==> src/rtl/men_pkg.sv <==
// Shared types, codes and constants of the mutual exclusion node.
`timescale 1ns / 1ps
package men_pkg;

  localparam int MAX_NODES_DEF = 16;
  localparam int CLOCK_BITS    = 16;
  localparam int ID_W          = 4;
  localparam int COUNT_W       = 5;
  localparam int STAMP_W       = 16;
  localparam int REPLY_CNT_W   = 4;
  localparam int CFG_IDX_W     = 1;
  localparam int CFG_DATA_W    = 5;

  localparam logic [COUNT_W-1:0] NODE_COUNT_RST = COUNT_W'(2);

  localparam logic [CFG_IDX_W-1:0] REG_NODE_COUNT = 1'd0;
  localparam logic [CFG_IDX_W-1:0] REG_MY_ID      = 1'd1;

  localparam logic KIND_REQUEST = 1'b0;
  localparam logic KIND_REPLY   = 1'b1;

  typedef enum logic [1:0] {
    CMD_REQUEST = 2'd0,
    CMD_MESSAGE = 2'd1,
    CMD_RELEASE = 2'd2
  } command_t;

  typedef enum logic [1:0] {
    ACT_SEND_REQUEST = 2'd0,
    ACT_SEND_REPLY   = 2'd1,
    ACT_ENTERED      = 2'd2,
    ACT_REPLY_ERROR  = 2'd3
  } action_t;

  typedef enum logic [1:0] {
    PH_RELEASED = 2'd0,
    PH_WANTED   = 2'd1,
    PH_HELD     = 2'd2
  } phase_t;

  // Commands from the controller to the datapath.
  typedef struct packed {
    logic load_in;
    logic exec;
    logic sweep_run;
    logic single_run;
  } men_cmd_t;

  // Status from the datapath to the controller.
  typedef struct packed {
    logic want_sweep;
    logic want_single;
    logic sweep_fin;
    logic out_free;
  } men_status_t;

endpackage

==> src/rtl/men_ctrl.sv <==
// Sequencing state machine of the mutual exclusion node.
`timescale 1ns / 1ps
module men_ctrl
  import men_pkg::*;
(
  input  logic        clk,
  input  logic        rst,
  input  logic        in_valid,
  output logic        in_ready,
  input  men_status_t status,
  output men_cmd_t    cmd
);

  typedef enum logic [1:0] {
    S_IDLE,
    S_EXEC,
    S_SWEEP,
    S_SINGLE
  } state_t;

  state_t state;
  state_t state_next;

  always_ff @(posedge clk) begin
    if (rst) begin
      state <= S_IDLE;
    end else begin
      state <= state_next;
    end
  end

  always_comb begin
    state_next = state;
    unique case (state)
      S_IDLE: begin
        if (in_valid) begin
          state_next = S_EXEC;
        end
      end
      S_EXEC: begin
        if (status.want_sweep) begin
          state_next = S_SWEEP;
        end else if (status.want_single) begin
          state_next = S_SINGLE;
        end else begin
          state_next = S_IDLE;
        end
      end
      S_SWEEP: begin
        if (status.sweep_fin) begin
          state_next = S_IDLE;
        end
      end
      S_SINGLE: begin
        if (status.out_free) begin
          state_next = S_IDLE;
        end
      end
      default: begin
        state_next = S_IDLE;
      end
    endcase
  end

  assign in_ready       = (state == S_IDLE);
  assign cmd.load_in    = in_valid && (state == S_IDLE);
  assign cmd.exec       = (state == S_EXEC);
  assign cmd.sweep_run  = (state == S_SWEEP);
  assign cmd.single_run = (state == S_SINGLE);

endmodule

==> src/rtl/men_datapath.sv <==
// Protocol state, clock logic, send sweep and output register of the node.
`timescale 1ns / 1ps
module men_datapath
  import men_pkg::*;
(
  input  logic                  clk,
  input  logic                  rst,
  input  men_cmd_t              cmd,
  output men_status_t           status,
  input  logic                  cfg_we,
  input  logic [CFG_IDX_W-1:0]  cfg_index,
  input  logic [CFG_DATA_W-1:0] cfg_data,
  input  logic [1:0]            command,
  input  logic [ID_W-1:0]       msg_sender,
  input  logic [STAMP_W-1:0]    msg_stamp,
  input  logic                  msg_kind,
  input  logic                  out_ready,
  output logic                  out_valid,
  output logic [1:0]            action,
  output logic [ID_W-1:0]       destination,
  output logic [STAMP_W-1:0]    stamp_out,
  output logic                  last
);

  // Node ids are ID_W bits wide on every port, so the group size is fixed.
  localparam int MAX_NODES = MAX_NODES_DEF;
  localparam int IDX_W = (MAX_NODES > 1) ? $clog2(MAX_NODES) : 1;
  localparam int N_W   = $clog2(MAX_NODES + 1);

  // Configuration and protocol state.
  logic [COUNT_W-1:0]     node_count;
  logic [ID_W-1:0]        my_id;
  phase_t                 phase;
  logic [CLOCK_BITS-1:0]  lamport_clock;
  logic [CLOCK_BITS-1:0]  request_stamp;
  logic [REPLY_CNT_W-1:0] reply_count;
  logic [MAX_NODES-1:0]   deferred_set;

  // Latched item.
  logic [1:0]         in_cmd;
  logic [ID_W-1:0]    in_sender;
  logic [STAMP_W-1:0] in_stamp;
  logic               in_kind;

  // Send sweep and pending single result.
  logic [MAX_NODES-1:0] sweep_mask;
  logic [IDX_W-1:0]     sweep_idx;
  action_t              sweep_action;
  action_t              single_action;
  logic [ID_W-1:0]      single_dest;

  // Output register.
  action_t            out_action;
  logic [ID_W-1:0]    out_dest;
  logic [STAMP_W-1:0] out_stamp;
  logic               out_last;

  logic [N_W-1:0]         eff_n;
  logic [MAX_NODES-1:0]   member_mask;
  logic [MAX_NODES-1:0]   self_mask;
  logic [MAX_NODES-1:0]   sender_mask;
  logic [MAX_NODES-1:0]   cur_onehot;
  logic [MAX_NODES-1:0]   bcast_mask;
  logic [MAX_NODES-1:0]   release_mask;
  logic [MAX_NODES-1:0]   remain_mask;
  logic [CLOCK_BITS-1:0]  stamp_ext;
  logic [CLOCK_BITS-1:0]  clk_max;
  logic [CLOCK_BITS-1:0]  msg_clock;
  logic [CLOCK_BITS-1:0]  tick_clock;
  logic [REPLY_CNT_W-1:0] reply_inc;
  logic                   sender_ok;
  logic                   defer;
  logic                   enter;
  logic                   cur_bit;
  logic                   sweep_last;
  logic                   out_free;
  logic                   emit_sweep;
  logic                   emit_single;
  action_t                single_action_next;

  // Node count clamped to the supported range.
  always_comb begin
    if (node_count < COUNT_W'(2)) begin
      eff_n = N_W'(2);
    end else if (32'(node_count) > MAX_NODES) begin
      eff_n = N_W'(MAX_NODES);
    end else begin
      eff_n = N_W'(node_count);
    end
  end

  always_comb begin
    for (int i = 0; i < MAX_NODES; i++) begin
      member_mask[i] = (i < 32'(eff_n));
      self_mask[i]   = (i == 32'(my_id));
      sender_mask[i] = (i == 32'(in_sender));
      cur_onehot[i]  = (i == 32'(sweep_idx));
    end
  end

  assign bcast_mask   = member_mask & ~self_mask;
  assign release_mask = deferred_set & member_mask;

  // Lamport clock: merge with the received stamp, then tick with saturation.
  assign stamp_ext  = CLOCK_BITS'(in_stamp);
  assign clk_max    = (stamp_ext > lamport_clock) ? stamp_ext : lamport_clock;
  assign msg_clock  = (&clk_max) ? clk_max : clk_max + CLOCK_BITS'(1);
  assign tick_clock = (&lamport_clock) ? lamport_clock : lamport_clock + CLOCK_BITS'(1);

  assign sender_ok = (32'(in_sender) < 32'(eff_n)) && (in_sender != my_id);

  // An incoming request waits while the region is held, or while our own
  // request is older (equal stamps go to the lower id).
  assign defer = (phase == PH_HELD) ||
                 ((phase == PH_WANTED) &&
                  ((request_stamp < stamp_ext) ||
                   ((request_stamp == stamp_ext) && (my_id < in_sender))));

  assign reply_inc = reply_count + REPLY_CNT_W'(1);
  assign enter     = (32'(reply_inc) == (32'(eff_n) - 32'd1));

  always_comb begin
    if (in_kind == KIND_REQUEST) begin
      single_action_next = ACT_SEND_REPLY;
    end else if (phase != PH_WANTED) begin
      single_action_next = ACT_REPLY_ERROR;
    end else begin
      single_action_next = ACT_ENTERED;
    end
  end

  assign cur_bit     = |(sweep_mask & cur_onehot);
  assign remain_mask = sweep_mask & ~cur_onehot;
  assign sweep_last  = ~|remain_mask;
  assign out_free    = !out_valid || out_ready;
  assign emit_sweep  = cmd.sweep_run && cur_bit && out_free;
  assign emit_single = cmd.single_run && out_free;

  assign status.want_sweep  = (in_cmd == CMD_REQUEST) ||
                              ((in_cmd == CMD_RELEASE) && (|release_mask));
  assign status.want_single = (in_cmd == CMD_MESSAGE) && sender_ok &&
                              (((in_kind == KIND_REQUEST) && !defer) ||
                               ((in_kind == KIND_REPLY) &&
                                ((phase != PH_WANTED) || enter)));
  assign status.sweep_fin   = cur_bit && sweep_last && out_free;
  assign status.out_free    = out_free;

  // Control state.
  always_ff @(posedge clk) begin
    if (rst) begin
      node_count    <= NODE_COUNT_RST;
      my_id         <= '0;
      phase         <= PH_RELEASED;
      lamport_clock <= '0;
      request_stamp <= '0;
      reply_count   <= '0;
      deferred_set  <= '0;
      out_valid     <= 1'b0;
    end else begin
      if (cfg_we) begin
        unique case (cfg_index)
          REG_NODE_COUNT: node_count <= cfg_data[COUNT_W-1:0];
          REG_MY_ID:      my_id      <= cfg_data[ID_W-1:0];
          default: ;
        endcase
      end
      if (cmd.exec) begin
        case (in_cmd)
          CMD_REQUEST: begin
            phase         <= PH_WANTED;
            lamport_clock <= tick_clock;
            request_stamp <= tick_clock;
            reply_count   <= '0;
          end
          CMD_MESSAGE: begin
            lamport_clock <= msg_clock;
            if (sender_ok) begin
              if (in_kind == KIND_REQUEST) begin
                if (defer) begin
                  deferred_set <= deferred_set | sender_mask;
                end
              end else if (phase == PH_WANTED) begin
                reply_count <= reply_inc;
                if (enter) begin
                  phase <= PH_HELD;
                end
              end
            end
          end
          CMD_RELEASE: begin
            deferred_set <= '0;
            phase        <= PH_RELEASED;
          end
          default: ;
        endcase
      end
      if (emit_sweep || emit_single) begin
        out_valid <= 1'b1;
      end else if (out_ready) begin
        out_valid <= 1'b0;
      end
    end
  end

  // Payload registers.
  always_ff @(posedge clk) begin
    if (cmd.load_in) begin
      in_cmd    <= command;
      in_sender <= msg_sender;
      in_stamp  <= msg_stamp;
      in_kind   <= msg_kind;
    end
    if (cmd.exec) begin
      sweep_idx     <= '0;
      sweep_mask    <= (in_cmd == CMD_REQUEST) ? bcast_mask : release_mask;
      sweep_action  <= (in_cmd == CMD_REQUEST) ? ACT_SEND_REQUEST : ACT_SEND_REPLY;
      single_action <= single_action_next;
      single_dest   <= (in_kind == KIND_REQUEST) ? in_sender : '0;
    end else if (cmd.sweep_run) begin
      if (!cur_bit) begin
        sweep_idx <= sweep_idx + IDX_W'(1);
      end else if (out_free) begin
        sweep_idx  <= sweep_idx + IDX_W'(1);
        sweep_mask <= remain_mask;
      end
    end
    if (emit_sweep) begin
      out_action <= sweep_action;
      out_dest   <= ID_W'(sweep_idx);
      out_stamp  <= STAMP_W'(lamport_clock);
      out_last   <= sweep_last;
    end else if (emit_single) begin
      out_action <= single_action;
      out_dest   <= single_dest;
      out_stamp  <= STAMP_W'(lamport_clock);
      out_last   <= 1'b1;
    end
  end

  assign action      = out_action;
  assign destination = out_dest;
  assign stamp_out   = out_stamp;
  assign last        = out_last;

endmodule

==> src/rtl/mutual_exclusion_node_unit.sv <==
// Top level of one node of distributed mutual exclusion with a Lamport clock.
//
//  Channel   Direction  Handshake               Contents
//  config    in         cfg_we                  cfg_index, cfg_data
//  input     in         in_valid / in_ready     command, msg_sender, msg_stamp, msg_kind
//  output    out        out_valid / out_ready   action, destination, stamp_out, last
//
// An accepted item is first applied to the protocol state in the execute state and
// is then finished if it has no result. An item with a single result then waits
// until the output is free. A local request or a release with deferred replies
// scans the node ids from zero upwards, one id per cycle unless the output stalls,
// up to the last id that gets a message.
// Reset is synchronous and active high; it clears the protocol state, sets the
// node count to two and this node's id to zero, and empties the output register.
// A stalled output holds the scan at its current id; the next item is taken as
// soon as the last result of the previous one sits in the output register.
`timescale 1ns / 1ps
module mutual_exclusion_node_unit
  import men_pkg::*;
(
  input  logic                  clk,
  input  logic                  rst,
  input  logic                  cfg_we,
  input  logic [CFG_IDX_W-1:0]  cfg_index,
  input  logic [CFG_DATA_W-1:0] cfg_data,
  input  logic                  in_valid,
  output logic                  in_ready,
  input  logic [1:0]            command,
  input  logic [ID_W-1:0]       msg_sender,
  input  logic [STAMP_W-1:0]    msg_stamp,
  input  logic                  msg_kind,
  output logic                  out_valid,
  input  logic                  out_ready,
  output logic [1:0]            action,
  output logic [ID_W-1:0]       destination,
  output logic [STAMP_W-1:0]    stamp_out,
  output logic                  last
);

  // The controller only sequences the phases of an item; all protocol state,
  // the send scan and the output register live in the datapath.
  men_cmd_t    cmd;
  men_status_t status;

  men_ctrl u_ctrl (
    .clk      (clk),
    .rst      (rst),
    .in_valid (in_valid),
    .in_ready (in_ready),
    .status   (status),
    .cmd      (cmd)
  );

  // The deferred set and the scan mask are as wide as the largest group; the
  // scan counter is just wide enough to index them.
  men_datapath u_datapath (
    .clk         (clk),
    .rst         (rst),
    .cmd         (cmd),
    .status      (status),
    .cfg_we      (cfg_we),
    .cfg_index   (cfg_index),
    .cfg_data    (cfg_data),
    .command     (command),
    .msg_sender  (msg_sender),
    .msg_stamp   (msg_stamp),
    .msg_kind    (msg_kind),
    .out_ready   (out_ready),
    .out_valid   (out_valid),
    .action      (action),
    .destination (destination),
    .stamp_out   (stamp_out),
    .last        (last)
  );

endmodule
==> config.mk <==
export PLATFORM = sky130hd
export DESIGN_NAME = mutual_exclusion_node_unit
export DESIGN_NICKNAME = d
export VERILOG_FILES = /design/src/rtl/men_pkg.sv /design/src/rtl/men_ctrl.sv /design/src/rtl/men_datapath.sv /design/src/rtl/mutual_exclusion_node_unit.sv
export SDC_FILE = /design/constraint.sdc
export NUM_CORES = 1
export LEC_CHECK = 0
export BUFFER_PORTS_ARGS = -buffer_cell sky130_fd_sc_hd__buf_2
export CAP_MARGIN = 20
export CORE_MARGIN = 1
export CORE_UTILIZATION = 45
export DETAILED_ROUTE_END_ITERATION = 7
export SYNTH_ARGS = -nofsm -noshare
export SYNTH_HDL_FRONTEND = slang
export SYNTH_SLANG_ARGS = --single-unit
==> constraint.sdc <==
create_clock -name clk -period 8.5 [get_ports clk]
set_clock_uncertainty 0.1 [all_clocks]
set_input_delay 0.85 -clock clk [delete_from_list [all_inputs] [get_ports clk]]
set_output_delay 0.85 -clock clk [all_outputs]
set_load 0.005 [all_outputs]
# ---- Yosys cells after proc, flatten, opt, wreduce, memory -nomap -nowiden
# Index checks and enable logic that the tools add are counted.
dict set report op_classes {
  n_reduce_logical 52
  addsub 5
  n_mux 44
  bitwise 9
  magnitude_cmp 22
  eq_ne 66
}
# op n
set op_table {}
lappend op_table {{16-bit two-way mux} 13}
lappend op_table {{4-bit == test, first input constant} 24}
lappend op_table {{16-bit bitwise AND} 4}
lappend op_table {{16-bit case mux with 2 select lines} 2}
lappend op_table {{3-bit by 4-bit == test with 1-bit output, first input constant} 12}
lappend op_table {{16-bit OR reduction} 3}
lappend op_table {{4-bit by 5-bit < comparator with 1-bit output, first input constant} 8}
lappend op_table {{16-bit by 1-bit adder with 16-bit output, second input constant} 2}
lappend op_table {{4-bit by 32-bit == test with 1-bit output} 1}
lappend op_table {{16-bit inverter} 2}
lappend op_table {{16-bit AND reduction} 2}
lappend op_table {{4-bit two-way mux} 7}
lappend op_table {{2-bit by 4-bit == test with 1-bit output, first input constant} 6}
lappend op_table {{2-bit two-way mux} 11}
lappend op_table {{3-bit by 5-bit < comparator with 1-bit output, first input constant} 4}
lappend op_table {{16-bit == test} 1}
lappend op_table {{16-bit > comparator} 1}
lappend op_table {{16-bit < comparator} 1}
lappend op_table {{16-bit OR} 1}
lappend op_table {{1-bit logical AND} 14}
lappend op_table {{2-bit nonzero test} 7}
lappend op_table {{1-bit by 4-bit == test with 1-bit output, first input constant} 3}
lappend op_table {{4-bit zero test} 3}
lappend op_table {{2-bit inequality test, second input constant} 6}
lappend op_table {{26 further kinds} 60}
dict set report word_totals {
  regBits 140
  elab_cells 220
  inputBits 34
  output_inout_bits 25
}

# ---- Depth between registers and ports, before layout
dict set report depth {
  ltp_word 12
  depth_mapped 21
}

# ---- Cells and area by module
# From an unflattened synthesis, not the netlist that was laid out.
dict set report unflattened {
  cells_unflattened 972
  area_unflattened_um2 8481.9
}
# module seq_area_each_um2 n_inst area_each_um2 cells_per_inst
set modules_own_cells {}
lappend modules_own_cells {men_datapath 3433.3 1 8333.0 956}
lappend modules_own_cells {men_ctrl 40.0 1 148.9 16}

# ---- Worst setup path after synthesis
# No wires, ideal clock.
dict set report synth_timing {
  path_type {register to register}
  startpoint {reg u_datapath.lamport_clock[9]}
  endpoint {reg u_datapath.lamport_clock[3]}
  setup_slack_ns 3.738
  path_buffers 4
  path_stages_with_launch 21
  synth_period_minus_slack_ns 4.762
  setup_time_ns 0.114
  arrival_time_ns 4.547
  required_time_ns 8.286
  path_cell_list {dfxtp_1 clkbuf_1 inv_1 ha_1 nand4_1 or4_1 a21oi_1 a2111oi_2 or2_2 buf_4 buf_4 o21ai_0 ha_1 clkbuf_1 nand4_1 nor3_1 nor2b_1 nor2_1 o21ai_0 mux2i_1 a2111oi_0}
}
dict set report synth_via {
  elab_chain_len 5
  elab_cells_between_ends 8
}
# item line_no
set synth_lines {}
lappend synth_lines {{start, declared} men_datapath.sv:34} ;# logic [CLOCK_BITS-1:0] lamport_clock;
lappend synth_lines {{start signal, assigned} men_datapath.sv:171} ;# lamport_clock <= tick_clock;
lappend synth_lines {{start signal, assigned} men_datapath.sv:176} ;# lamport_clock <= msg_clock;
lappend synth_lines {{16-bit > comparator} men_datapath.sv:106} ;# assign clk_max = (stamp_ext > lamport_clock) ? stamp_ext : lamport_clock;
lappend synth_lines {{16-bit two-way mux} men_datapath.sv:106}
lappend synth_lines {{16-bit by 1-bit adder with 16-bit output / 16-bit AND reduction (equally long branches)} men_datapath.sv:107} ;# assign msg_clock = (&clk_max) ? clk_max : clk_max + CLOCK_BITS'(1);
lappend synth_lines {{16-bit two-way mux} men_datapath.sv:107}
lappend synth_lines {{16-bit case mux with 2 select lines (*)} men_datapath.sv:168} ;# case (in_cmd)
# Every way passes the cells marked *; elsewhere a longest branch is shown, timed or not.
# A chain may end at the register's enable or synchronous reset.

# ---- Final worst setup path
# Ends and elaborated chain as after synthesis.

==> impl_metrics.env <==
export IMPL_post_cts_resize_count=0
export IMPL_hold_viol_final=0
export IMPL_power_frac_clock_pct=40.0
export IMPL_drcViolationCount=0
export IMPL_p_switching_mw=0.570
export IMPL_drt_first_pass_iters=6
export IMPL_synth_cells_most_frequent="89 x nand2_1, 81 x nor2_1, 70 x dfxtp_1, 69 x edfxtp_1, 63 x a21oi_1"
export IMPL_final_cycle_utilization_of_the_critical_path_pct=64.1
export IMPL_slew_violations=0
export IMPL_power_leakage_nw=3.56
export IMPL_postSynthCellCount=986
export IMPL_post_placement_cell_count=1250
export IMPL_ys_flop_type="dfxtp_1"
export IMPL_antenna_left=0
export IMPL_clkSinkCount=139
export IMPL_finalCoreUtilization_pct=51.9
export IMPL_postLayoutCellArea_um2=9800
export IMPL_end_kind="flop"
export IMPL_route_vias_total=7615
export IMPL_tritoncts="done"
export IMPL_crit_type="flop to flop"
export IMPL_hold_end="u_datapath.request_stamp[0]$_SDFFE_PP0P_"
export IMPL_max_vdd_ir_drop_uv=149
export IMPL_num_rows=50
export IMPL_status="finished, final reports clean"
export IMPL_synth_top_area_share_pct=23.6
export IMPL_first_global_vias=6846
export IMPL_sum_of_negative_setup_slack_ns=0
export IMPL_synth_most_common_cell="nand2_1"
export IMPL_reg2reg_from="u_datapath.lamport_clock[9]$_SDFFE_PP0P_"
export IMPL_fp_dieArea_um2=20000
export IMPL_whs_path_depth=2
export IMPL_postSynthNetCount=1076
export IMPL_initial_antenna_violation_count=0
export IMPL_root_buffer="clkbuf_16"
export IMPL_antenna_cells_inserted=0
export IMPL_die_h_um=142
export IMPL_grt_overflow_total=0
export IMPL_syn_mean_instance_area_um2=8.89
export IMPL_routed_via_density=5.94
export IMPL_min_delay_start="u_datapath.request_stamp[0]$_SDFFE_PP0P_"
export IMPL_grt_util_all_layers_pct=25.5
export IMPL_cts_hold_buffers=0
export IMPL_final_layout_size_suffix_gt1_share_pct=12.2
export IMPL_final_cell_count_no_fill=1282
export IMPL_post_route_worst_setup_slack_ns=3.05
export IMPL_initial_utilization_pct=46.4
export IMPL_ys_top_cells_by_area="edfxtp_1 24%, dfxtp_1 16%, ha_1 8.0%"
export IMPL_regToRegEndpoint="u_datapath.lamport_clock[3]$_SDFFE_PP0P_"
export IMPL_placedInstanceArea_um2=9200
export IMPL_ys_seq_elements=139
export IMPL_hpwlAfterDp_um=17700
export IMPL_synth_cell_type_count=72
export IMPL_power_report_internal_total_mw=1.34
export IMPL_post_cts_setup_buffer_count=0
export IMPL_sequential_cell_area_fraction_in_the_yosys_report_pct=39.6
export IMPL_cts_inserted_buffers=17
export IMPL_critical_path_max_fanout=18
export IMPL_crit_required_ns=8.72
export IMPL_drt_wirelength_per_cell_um=19.3
export IMPL_final_setup_violation_count=0
export IMPL_reg2reg_depth=17
export IMPL_timing_critical_path_arrival_ns=5.66
export IMPL_worst_slew_pin_slew_ns=0.950
export IMPL_synthesis_yosys_warnings=0
export IMPL_core_area_um2=18900
export IMPL_die_x_um=142
export IMPL_grt_first_pass_wirelength_um=39200
export IMPL_hold_path_class="flop to flop"
export IMPL_clock_path_buffers=2
export IMPL_port_buffer_count=58
export IMPL_synth_enable_flop_cells=69
export IMPL_type_of_element_launching_the_critical_path="flop"
export IMPL_drt_first_iter_violations=783
export IMPL_pwr_share_comb_pct=16.9
export IMPL_preCtsSetupSlack_ns=3.16
export IMPL_syn2layout_area_growth_pct=11.8
export IMPL_register_to_register_setup_slack_ns=3.05
export IMPL_async_reset_ff_share_pct=0
export IMPL_wl_um=24800
export IMPL_final_period_minus_worst_setup_slack_ns=5.45
export IMPL_yosys_area_top_type="edfxtp_1"
export IMPL_pwr_density_cell_nw_per_um2=195
export IMPL_io_pins=59
export IMPL_finish_net_count=1099
export IMPL_gp_routability_congestion=0.918
export IMPL_grt_max_degree=44
export IMPL_post_synth_instance_area_um2=8770
export IMPL_switching_share_pct=29.9
export IMPL_cts_htree_levels=4
export IMPL_cts_clk_pin_slew_worst_paths_ns=0.06
export IMPL_grt_setup_unrepaired="false"
export IMPL_share_seq_of_total_power_pct=43.1
export IMPL_slew_headroom_pct=36.6
export IMPL_clkLatencyLatePin_ns=0.43
export IMPL_max_cap_viol=0
export IMPL_fmax_mhz=184
==> cell type report <==
cell class	instances	area [um2]
Multi-Input combinational cell	729	4830
Fill cell	1840	9090
Inverter	55	206
Sequential cell	139	3470
Timing Repair Buffer	67	358
Clock buffer	20	500
Clock inverter	12	108
Tap cell	260	325
==> per-layer routing <==
| layer | share of wire (%) | global-route usage [%] | vias up | routed length [um] |
|---|---|---|---|---|
| met5 | 0 | 0 | - | 0 |
| met4 | 1.4 | 7.02 | 0 | 339 |
| met3 | 5.9 | 3.78 | 28 | 1460 |
| met2 | 40 | 34.9 | 254 | 9890 |
| met1 | 53 | 40.8 | 3625 | 13100 |
| li1 | - | - | 3708 | - |
==> logic make-up after synthesis <==
kind of cell,count (synthesis),synth area share [%]
simple gates,357,20.5
compound gates,250,19.5
flops,139,39.6
buf+inv,118,5.31
fa+ha+maj,56,7.99
xor+xnor,41,4.10
mux,25,2.94
==> registers in the layout, indices dropped and copies added (netlist names) <==
signal and count:
u_datapath.in_sender 4, u_datapath.single_action 2, u_datapath.sweep_mask 16, u_datapath.out_valid 1, u_datapath.in_stamp 16, u_datapath.phase 2
u_datapath.in_cmd 2, u_datapath.stamp_out 16, u_datapath.reply_count 4, u_datapath.deferred_set 16, u_datapath.request_stamp 16, u_datapath.action 2
u_datapath.last 1, u_ctrl.state 2, u_datapath.in_kind 1, u_datapath.node_count 5, u_datapath.sweep_action 1, u_datapath.my_id 4
u_datapath.destination 4, u_datapath.single_dest 4, u_datapath.sweep_idx 4, u_datapath.lamport_clock 16
==> worst max path at each step <==
stage                                             start                                       end  slack [ns]  cells past startpoint
2_1_floorplan  u_datapath.lamport_clock[9]$_SDFFE_PP0P_  u_datapath.lamport_clock[3]$_SDFFE_PP0P_        3.74                     20
3_3_place_gp   u_datapath.lamport_clock[9]$_SDFFE_PP0P_  u_datapath.lamport_clock[3]$_SDFFE_PP0P_        3.28                     17
3_5_place_dp   u_datapath.lamport_clock[9]$_SDFFE_PP0P_  u_datapath.lamport_clock[3]$_SDFFE_PP0P_        3.16                     17
4_1_cts        u_datapath.lamport_clock[9]$_SDFFE_PP0P_  u_datapath.lamport_clock[3]$_SDFFE_PP0P_        3.12                     17
5_1_grt        u_datapath.lamport_clock[9]$_SDFFE_PP0P_  u_datapath.lamport_clock[3]$_SDFFE_PP0P_        2.59                     17
6_report       u_datapath.lamport_clock[9]$_SDFFE_PP0P_  u_datapath.lamport_clock[3]$_SDFFE_PP0P_        3.05                     17
==> placed cells by master (no fill, tap or decap), drive strengths merged, types with 10 or more instances in the layout <==
cell type | netlist | final
nor3 | 25 | 25
a2111oi | 10 | 10
dfxtp | 70 | 70
o211ai | 10 | 10
mux2i | 19 | 19
nor2 | 82 | 82
nand3 | 52 | 52
clkbuf | 50 | 20
xnor2 | 38 | 38
nand2 | 89 | 89
o21a | 21 | 21
buf | 13 | 67
a221oi | 10 | 10
ha | 56 | 56
nand4 | 25 | 25
edfxtp | 69 | 69
o2111ai | 11 | 11
o21ai | 42 | 42
nor4 | 10 | 10
inv | 54 | 56
a211oi | 10 | 10
a21oi | 64 | 64
nor2b | 22 | 22
==> critical path: stages, from the launching register on <==
cell	delay, ns
dfxtp_1	0.58
inv_1	0.17
ha_1	0.32
a21o_1	0.18
nand3_1	0.07
o211ai_1	0.10
a2111oi_2	0.77
or2_2	0.51
nand2_1	0.10
o21ai_0	0.09
ha_1	0.35
nand4_1	0.21
nor3_1	0.53
nor2b_1	0.47
nor2_1	0.13
o21ai_0	0.20
mux2i_1	0.09
a2111oi_0	0.36
==> through the flow <==
step,hold slack [ns],power [mW]
after floorplan,0.303,1.05
after global placement,0.350,1.15
after detailed placement,0.351,1.15
after CTS,0.364,1.91
after global routing,0.407,1.98
final,0.362,1.91
==> power by group through the flow <==
stage | sequential (mW) | combinational, mW | clock [mW]
global route | 0.829 | 0.359 | 0.795
CTS | 0.820 | 0.320 | 0.770
floorplan | 0.804 | 0.243 | 0
finish | 0.822 | 0.323 | 0.762
global placement | 0.835 | 0.317 | 0
detailed placement | 0.835 | 0.318 | 0
No activity file was read; power rests on OpenSTA's default activity.
